**src/rtl/core/icl_pkg.sv**
```systemverilog
package icl_pkg;

	localparam int OP_W        = 3;
	localparam int INDEX_W     = 16;
	localparam int VALUE_W     = 32;
	localparam int STATUS_W    = 2;
	localparam int COUNT_OUT_W = 7;

	localparam logic [OP_W-1:0] OP_APPEND  = 3'd0;
	localparam logic [OP_W-1:0] OP_INSERT  = 3'd1;
	localparam logic [OP_W-1:0] OP_REMOVE  = 3'd2;
	localparam logic [OP_W-1:0] OP_READ    = 3'd3;
	localparam logic [OP_W-1:0] OP_REVERSE = 3'd4;

	localparam logic [STATUS_W-1:0] STATUS_OK    = 2'd0;
	localparam logic [STATUS_W-1:0] STATUS_EMPTY = 2'd1;
	localparam logic [STATUS_W-1:0] STATUS_FULL  = 2'd2;

	typedef struct packed {
		logic [OP_W-1:0]    operation;
		logic [INDEX_W-1:0] index;
		logic [VALUE_W-1:0] token_value;
	} icl_cmd_t;

	typedef struct packed {
		logic [VALUE_W-1:0]     read_value;
		logic [STATUS_W-1:0]    status;
		logic [COUNT_OUT_W-1:0] entry_count;
	} icl_res_t;

	typedef enum logic [3:0] {
		S_IDLE,
		S_MOD,
		S_INS,
		S_PUT,
		S_REM,
		S_RD,
		S_RDW,
		S_REV_A,
		S_REV_B,
		S_REV_C,
		S_REV_D,
		S_RESP
	} state_t;

endpackage

```
**src/rtl/core/icl_ram.sv**
```systemverilog
module icl_ram #(
	parameter int WIDTH = 32,
	parameter int DEPTH = 64
) (
	input  logic                     clk,
	input  logic                     we,
	input  logic [$clog2(DEPTH)-1:0] waddr,
	input  logic [WIDTH-1:0]         wdata,
	input  logic                     re,
	input  logic [$clog2(DEPTH)-1:0] raddr,
	output logic [WIDTH-1:0]         rdata
);

	logic [WIDTH-1:0] mem [DEPTH];

	always_ff @(posedge clk) begin
		if (we) begin
			mem[waddr] <= wdata;
		end
		if (re) begin
			rdata <= mem[raddr];
		end
	end

endmodule

```
**src/rtl/core/icl_mod.sv**
```systemverilog
module icl_mod
	import icl_pkg::*;
#(
	parameter int DW = 7
) (
	input  logic               clk,
	input  logic               arst_n,
	input  logic               go,
	input  logic [INDEX_W-1:0] dividend,
	input  logic [DW-1:0]      divisor,
	output logic               done,
	output logic [DW-1:0]      remainder
);

	localparam int SW = $clog2(INDEX_W);

	logic               run_q;
	logic               done_q;
	logic [SW-1:0]      step_q;
	logic [INDEX_W-1:0] dvd_q;
	logic [DW-1:0]      dsr_q;
	logic [DW-1:0]      rem_q;
	logic [DW:0]        part;
	logic [DW:0]        diff;
	logic [DW-1:0]      rem_next;

	always_comb begin
		part     = {rem_q, dvd_q[INDEX_W-1]};
		diff     = part - {1'b0, dsr_q};
		rem_next = (part >= {1'b0, dsr_q}) ? diff[DW-1:0] : part[DW-1:0];
	end

	always_ff @(posedge clk or negedge arst_n) begin
		if (!arst_n) begin
			run_q  <= 1'b0;
			done_q <= 1'b0;
			step_q <= '0;
		end else begin
			done_q <= 1'b0;
			if (go) begin
				run_q  <= 1'b1;
				step_q <= '0;
			end else if (run_q) begin
				step_q <= step_q + SW'(1);
				if (step_q == SW'(INDEX_W - 1)) begin
					run_q  <= 1'b0;
					done_q <= 1'b1;
				end
			end
		end
	end

	always_ff @(posedge clk) begin
		if (go) begin
			dvd_q <= dividend;
			dsr_q <= divisor;
			rem_q <= '0;
		end else if (run_q) begin
			dvd_q <= {dvd_q[INDEX_W-2:0], 1'b0};
			rem_q <= rem_next;
		end
	end

	assign done      = done_q;
	assign remainder = rem_q;

endmodule

```
**src/rtl/core/indexed_circular_list_unit.sv**
```systemverilog
// Channel   Ports                  Transfer condition
// command   start, busy, cmd       start high and busy low at a rising edge
// result    done, result           done high for one cycle, always taken
//
// Insert, remove and read first reduce the index with the 16-step
// remainder unit. Insert and remove then shift entries, with one read and
// one write of the entry RAM per move. Reverse reads the lower and upper entry
// of each swapped pair, then writes both, all on the single RAM port pair.
// Reset clears the count and control; the entry RAM is not cleared.
// The result cannot be stalled; busy stays high until the result cycle ends.
module indexed_circular_list_unit
	import icl_pkg::*;
#(
	parameter int DEPTH       = 64,
	parameter int TOKEN_WIDTH = 32
) (
	input  logic     clk,
	input  logic     arst_n,
	input  logic     start,
	output logic     busy,
	input  icl_cmd_t cmd,
	output logic     done,
	output icl_res_t result
);

	localparam int AW = $clog2(DEPTH);
	localparam int CW = $clog2(DEPTH + 1);

	state_t state_q;
	state_t state_d;

	logic [CW-1:0]          count_q;
	logic                   wv_s1;
	logic [AW-1:0]          waddr_s1;
	logic [OP_W-1:0]        op_q;
	logic [TOKEN_WIDTH-1:0] tok_q;
	logic [TOKEN_WIDTH-1:0] tmp_q;
	logic [VALUE_W-1:0]     value_q;
	logic [STATUS_W-1:0]    status_q;
	logic [CW-1:0]          cur_q;
	logic [CW-1:0]          pos_q;
	logic [CW-1:0]          lo_q;
	logic [CW-1:0]          hi_q;

	logic                   accept;
	logic                   full;
	logic                   empty;
	logic                   mod_go;
	logic                   mod_done;
	logic [CW-1:0]          mod_divisor;
	logic [CW-1:0]          mod_rem;
	logic                   ins_more;
	logic                   rem_more;
	logic                   rev_more;
	logic [STATUS_W-1:0]    status_d;

	logic                   ram_we;
	logic [AW-1:0]          ram_waddr;
	logic [TOKEN_WIDTH-1:0] ram_wdata;
	logic                   ram_re;
	logic [AW-1:0]          ram_raddr;
	logic [TOKEN_WIDTH-1:0] ram_rdata;

	assign accept   = start && (state_q == S_IDLE);
	assign full     = (count_q == CW'(DEPTH));
	assign empty    = (count_q == '0);
	assign ins_more = (cur_q > pos_q);
	assign rem_more = ((cur_q + CW'(1)) < count_q);
	assign rev_more = ((lo_q + CW'(2)) < hi_q);

	assign mod_go = accept && (((cmd.operation == OP_INSERT) && !full) ||
		(((cmd.operation == OP_REMOVE) || (cmd.operation == OP_READ)) && !empty));
	assign mod_divisor = (cmd.operation == OP_INSERT) ? (count_q + CW'(1)) : count_q;

	always_comb begin
		status_d = STATUS_OK;
		case (cmd.operation) inside
			OP_APPEND, OP_INSERT: begin
				if (full) begin
					status_d = STATUS_FULL;
				end
			end
			OP_REMOVE, OP_READ, OP_REVERSE: begin
				if (empty) begin
					status_d = STATUS_EMPTY;
				end
			end
			default: begin
				status_d = STATUS_OK;
			end
		endcase
	end

	icl_mod #(
		.DW (CW)
	) u_mod (
		.clk       (clk),
		.arst_n    (arst_n),
		.go        (mod_go),
		.dividend  (cmd.index),
		.divisor   (mod_divisor),
		.done      (mod_done),
		.remainder (mod_rem)
	);

	icl_ram #(
		.WIDTH (TOKEN_WIDTH),
		.DEPTH (DEPTH)
	) u_ram (
		.clk   (clk),
		.we    (ram_we),
		.waddr (ram_waddr),
		.wdata (ram_wdata),
		.re    (ram_re),
		.raddr (ram_raddr),
		.rdata (ram_rdata)
	);

	always_comb begin
		state_d = state_q;
		unique case (state_q)
			S_IDLE: begin
				if (accept) begin
					unique case (cmd.operation)
						OP_APPEND:  state_d = full ? S_RESP : S_INS;
						OP_INSERT:  state_d = full ? S_RESP : S_MOD;
						OP_REMOVE:  state_d = empty ? S_RESP : S_MOD;
						OP_READ:    state_d = empty ? S_RESP : S_MOD;
						OP_REVERSE: state_d = (count_q < CW'(2)) ? S_RESP : S_REV_A;
						default:    state_d = S_RESP;
					endcase
				end
			end
			S_MOD: begin
				if (mod_done) begin
					unique case (op_q)
						OP_INSERT: state_d = S_INS;
						OP_REMOVE: state_d = S_REM;
						OP_READ:   state_d = S_RD;
						default:   state_d = S_RESP;
					endcase
				end
			end
			S_INS:   state_d = ins_more ? S_INS : S_PUT;
			S_PUT:   state_d = S_RESP;
			S_REM:   state_d = rem_more ? S_REM : S_RESP;
			S_RD:    state_d = S_RDW;
			S_RDW:   state_d = S_RESP;
			S_REV_A: state_d = S_REV_B;
			S_REV_B: state_d = S_REV_C;
			S_REV_C: state_d = S_REV_D;
			S_REV_D: state_d = rev_more ? S_REV_A : S_RESP;
			S_RESP:  state_d = S_IDLE;
			default: state_d = S_IDLE;
		endcase
	end

	always_comb begin
		ram_re    = 1'b0;
		ram_raddr = '0;
		ram_we    = 1'b0;
		ram_waddr = waddr_s1;
		ram_wdata = ram_rdata;
		unique case (state_q)
			S_INS: begin
				ram_re    = ins_more;
				ram_raddr = AW'(cur_q - CW'(1));
			end
			S_REM: begin
				ram_re    = rem_more;
				ram_raddr = AW'(cur_q + CW'(1));
			end
			S_RD: begin
				ram_re    = 1'b1;
				ram_raddr = pos_q[AW-1:0];
			end
			S_REV_A: begin
				ram_re    = 1'b1;
				ram_raddr = lo_q[AW-1:0];
			end
			S_REV_B: begin
				ram_re    = 1'b1;
				ram_raddr = hi_q[AW-1:0];
			end
			default: begin
				ram_re = 1'b0;
			end
		endcase
		if (wv_s1) begin
			ram_we = 1'b1;
		end else begin
			unique case (state_q)
				S_PUT: begin
					ram_we    = 1'b1;
					ram_waddr = pos_q[AW-1:0];
					ram_wdata = tok_q;
				end
				S_REV_C: begin
					ram_we    = 1'b1;
					ram_waddr = lo_q[AW-1:0];
				end
				S_REV_D: begin
					ram_we    = 1'b1;
					ram_waddr = hi_q[AW-1:0];
					ram_wdata = tmp_q;
				end
				default: begin
					ram_we = 1'b0;
				end
			endcase
		end
	end

	always_ff @(posedge clk or negedge arst_n) begin
		if (!arst_n) begin
			state_q <= S_IDLE;
			count_q <= '0;
			wv_s1   <= 1'b0;
		end else begin
			state_q <= state_d;
			wv_s1   <= ((state_q == S_INS) && ins_more) || ((state_q == S_REM) && rem_more);
			if (state_q == S_PUT) begin
				count_q <= count_q + CW'(1);
			end else if ((state_q == S_REM) && !rem_more) begin
				count_q <= count_q - CW'(1);
			end
		end
	end

	always_ff @(posedge clk) begin
		waddr_s1 <= cur_q[AW-1:0];
		if (accept) begin
			op_q     <= cmd.operation;
			tok_q    <= TOKEN_WIDTH'(cmd.token_value);
			value_q  <= '0;
			status_q <= status_d;
			cur_q    <= count_q;
			pos_q    <= count_q;
			lo_q     <= '0;
			hi_q     <= count_q - CW'(1);
		end
		if ((state_q == S_MOD) && mod_done) begin
			pos_q <= mod_rem;
			cur_q <= (op_q == OP_INSERT) ? count_q : mod_rem;
		end
		if ((state_q == S_INS) && ins_more) begin
			cur_q <= cur_q - CW'(1);
		end
		if ((state_q == S_REM) && rem_more) begin
			cur_q <= cur_q + CW'(1);
		end
		if (state_q == S_RDW) begin
			value_q <= VALUE_W'(ram_rdata);
		end
		if (state_q == S_REV_B) begin
			tmp_q <= ram_rdata;
		end
		if (state_q == S_REV_D) begin
			lo_q <= lo_q + CW'(1);
			hi_q <= hi_q - CW'(1);
		end
	end

	assign busy               = (state_q != S_IDLE);
	assign done               = (state_q == S_RESP);
	assign result.read_value  = value_q;
	assign result.status      = status_q;
	assign result.entry_count = COUNT_OUT_W'(count_q);

endmodule
```
**config.mk**
```make
export PLATFORM = sky130hd
export DESIGN_NAME = indexed_circular_list_unit
export DESIGN_NICKNAME = d
export VERILOG_FILES = /design/src/rtl/core/icl_pkg.sv /design/src/rtl/core/icl_ram.sv /design/src/rtl/core/icl_mod.sv /design/src/rtl/core/indexed_circular_list_unit.sv
export SDC_FILE = /design/constraint.sdc
export NUM_CORES = 2
export LEC_CHECK = 0
export BUFFER_PORTS_ARGS = -buffer_cell sky130_fd_sc_hd__buf_2
export CORE_MARGIN = 2
export CORE_UTILIZATION = 40
export DETAILED_ROUTE_END_ITERATION = 12
export GPL_TIMING_DRIVEN = 0
export PLACE_DENSITY = 0.51
export SYNTH_ARGS = -nofsm -noshare
export SYNTH_HDL_FRONTEND = slang
export SYNTH_SLANG_ARGS = --single-unit
```
**constraint.sdc**
```tcl
create_clock -name clk -period 12.8 [get_ports clk]
set_clock_uncertainty 0.2 [all_clocks]
set_input_delay 1.92 -clock clk [delete_from_list [all_inputs] [get_ports clk]]
set_output_delay 1.92 -clock clk [all_outputs]
set_load 0.02 [all_outputs]
```
==> metrics.md <==
| Metric | Value |
|---|---|
| Number of buffers created by CTS | `232` |
| CP max FO | `10` |
| Register area | `67700 sq um` |
| Flip-flop cell with the highest count after synthesis | `sky130_fd_sc_hd__edfxtp_1` |
| Wire length per cell | `31.2 microns` |
| Final setup violation count | `0` |
| Sequential cell area fraction in the yosys report | `75.3%` |
| Vias per Instance | `5.84` |
| Failing checks | `max-capacitance violations, max-slew violations` |
| Clock latency on the worst-skew pair | `0.90 ns` |
| Count of state elements after synthesis | `2263` |
| Count of input and output buffers | `96` |
| Synth Area per Inst | `14.0 sq um` |
| Pin slew with the least headroom to its limit | `1.55 ns` |
| Area of the multi-input gates | `21000 sq um` |
| Critical path data arrival time | `7.59 ns` |
| Largest net degree at the start of global routing | `41` |
| Worst min-delay path class | `reg2reg` |
| Clock slew at the register clock pins of the worst setup and hold paths | `0.06 ns` |
| Netlist area before placement | `90000 sq um` |
| Max-Cap Viols | `2` |
| Category of the worst setup path launch point | `flop` |
| Post-synthesis to final-layout area growth | `17.0%` |
| Placement Rows | `174` |
| Number of fillers in the final layout | `19681` |
| Number of distinct library cell variants in the gate-level netlist after synthesis | `80` |
| Fmax | `137 MHz` |
| Initial core utilization | `40.1%` |
| Final critical-path share of the clock period | `57.1%` |
| Pins Over Slew Limit | `12` |
| Final global-route overflow total | `0` |
| Critical Setup Path Class | `reg2reg` |
| H-tree levels | `4` |
| Cell taking the most area after synthesis | `sky130_fd_sc_hd__edfxtp_1` |
| Vias in the first global route | `55171` |
| Clock tree from TritonCTS | `built` |
| Slew Limit Headroom | `-3.29%` |
| Top cells by area, synth | `sky130_fd_sc_hd__edfxtp_1 (74%), sky130_fd_sc_hd__nand2_1 (6.3%), sky130_fd_sc_hd__nand3_1 (2.4%)` |
| Area of the die | `229000 sq um` |
| HPWL after detailed placement | `220000 microns` |
| CTS root buffer | `sky130_fd_sc_hd__clkbuf_16` |
| Total via count after detailed routing | `58875` |
| CP Data Required Time | `13.08 ns` |
| EDFF count, synth | `2232` |
| Finished layout cell area | `105000 sq um` |
| Core ar. | `224000 sq um` |
| Number of top-level pins | `97` |
| Post-CTS Repair Setup Buffers | `0` |
| Post-Route WL | `315000 microns` |
| Area share of the leading cell type in the synthesized netlist | `74.5%` |
| Top cells by count, synth | `sky130_fd_sc_hd__edfxtp_1 (2232), sky130_fd_sc_hd__nand2_1 (1507), sky130_fd_sc_hd__nand3_1 (433)` |
| Hold-fix buffers, CTS | `0` |
| Post-route worst hold slack | `0.238 ns` |
| Die width | `478 microns` |
| Result of the run | `finished, violations left` |
| Final weighted congestion of routability-driven global placement | `0.939` |
| Cells after synthesis | `6414` |
| Share of flip-flops with an asynchronous set or reset | `0.795%` |
| TritonCTS Sinks | `2263` |
| First-pass GRT wire length | `435000 microns` |
| Die Ht | `478 microns` |
| Number of warning messages in the yosys log | `0` |
| Total track usage | `26.9%` |
| Dpl cell area | `97700 sq um` |
| Setup repair after global routing missed its margin | `false` |
| Layout Nets | `6964` |
| Post-route antenna net violation count | `0` |
| First-pass iteration count of the detailed router | `9` |
| Min Tclk post-route | `7.31 ns` |
| Count of cells resized by post-cts repair | `0` |
| Antenna violations before repair | `23` |
| 1st-iter DRT viols | `8185` |
| Crit path capture type | `flop` |
| Most common cell in the synthesized netlist | `sky130_fd_sc_hd__edfxtp_1` |
| Residual DRC count | `0` |
| Max clock buf depth | `3` |
| Mapped Nets | `6505` |
| Ratio of cells with drive above 1 in the final layout | `12.5%` |
| Hold violation count in the final report | `0` |
-- flip-flops by register name (all words and copies together) (netlist names), 16 cells and up --
name	cells
tok_q	32
u_mod.dvd_q	16
value_q	32
tmp_q	32
u_ram.rdata	32
u_ram.mem	2048
-- area by class of cell --
type / instances / share of cell area [%]
clock buffer: 287 / 5.83
sequential: 2263 / 64.4
multi-input combinational: 3671 / 20.0
buffer: 440 / 1.85
clock inverter: 151 / 1.32
timing repair buffer: 225 / 2.95
inverter: 40 / 0.143
antenna: 13 / 0.0309
tap: 2992 / 3.56
-- worst max-delay path: stages, from the launching register on --
cell                       delay, ns
sky130_fd_sc_hd__edfxtp_1       0.48
sky130_fd_sc_hd__clkbuf_1       0.44
sky130_fd_sc_hd__inv_1          0.13
sky130_fd_sc_hd__ha_1           0.31
sky130_fd_sc_hd__xor2_1         0.18
sky130_fd_sc_hd__a22oi_2        0.42
sky130_fd_sc_hd__and2_1         0.41
sky130_fd_sc_hd__buf_2          0.38
sky130_fd_sc_hd__clkbuf_1       1.04
sky130_fd_sc_hd__clkbuf_1       0.79
sky130_fd_sc_hd__nand2_1        0.13
sky130_fd_sc_hd__nand3_1        0.12
sky130_fd_sc_hd__nand4_1        0.18
sky130_fd_sc_hd__a22o_1         0.39
sky130_fd_sc_hd__nor4_1         1.25
-- placed cells by master, fill, tap and decap left out, drive strengths merged, types with 6 or more instances in the layout --
master  instances
xor2           14
nor2          126
nor4           34
edfxtp       2232
a211oi        198
xnor2          32
a21boi          7
mux2i         135
ha             36
dfxtp          13
nor2b          13
and4            6
and3          229
diode          13
buf           432
nand2        1508
nand4          58
a21oi          27
a22o           26
clkbuf        520
a32o           20
or4            28
o21a            7
o21ai          72
nand2b         14
a31oi         285
and2            8
a21o            8
nor3           16
a22oi          37
clkinv        120
inv            44
o22ai          98
mux2           27
nand3         434
bufinv         22
or2            10
a32oi         100
dfrtp          18
-- cells by family (layout without fill, tap and decap cells) --
kind of cell               after synthesis  after routing  synth area share (%)
adders and majority gates               37             37                 0.523
DFF                                   2263           2263                  75.3
and+or+nand+nor                       2505           2505                  12.4
AOI/OAI and AO/OA                      921            921                  7.18
buffers and inverters                  480           1143                  2.33
xor gates and xnor gates                46             46                 0.448
muxes                                  162            162                  1.84
other                                    0             13                     0
-- worst paths after layout --
| path | from | endpoint | slack (ns) | cells past startpoint |
|---|---|---|---|---|
| max in group asynchronous | arst_n | u_mod.step_q[2]$_DFFE_PN0P_ | 11.28 | 1 |
| max | cur_q[0]$_DFFE_PP_ | u_ram.rdata[7]$_DFFE_PP_ | 5.49 | 14 |
| min reg2reg | cur_q[3]$_DFFE_PP_ | waddr_s1[3]$_DFF_P_ | 0.24 | 0 |
| min in group asynchronous | arst_n | count_q[1]$_DFFE_PN0P_ | 0.79 | 1 |
| min | cur_q[3]$_DFFE_PP_ | waddr_s1[3]$_DFF_P_ | 0.24 | 0 |
| max reg2reg | cur_q[0]$_DFFE_PP_ | u_ram.rdata[7]$_DFFE_PP_ | 5.49 | 14 |
-- metal layers --
layer	vias to the layer above	track usage [%]	wire, microns
met2	2984	40.3	139000
met1	30103	39.3	134000
met3	452	4.80	29400
met4	4	10.0	12700
met5	-	0	26
li1	25332	-	-
-- through the flow --
| stage | util (%) | setup WS (ns) | setup TNS, ns | std cells |
|---|---|---|---|---|
| after CTS | 46.9 | 5.93 | 0 | 10069 |
| after floorplan | - | 7.32 | 0 | 6414 |
| after global routing | 46.9 | 5.59 | 0 | 10070 |
| final | 46.9 | 5.49 | 0 | 10082 |
| after global placement | 42.0 | -0.796 | -163.96 | 9502 |
| after detailed placement | 43.6 | 5.99 | 0 | 9631 |
Power is left out: the tool's default activity adds up to more than one toggle a clock period on the data nets, which glitch-free logic cannot reach.
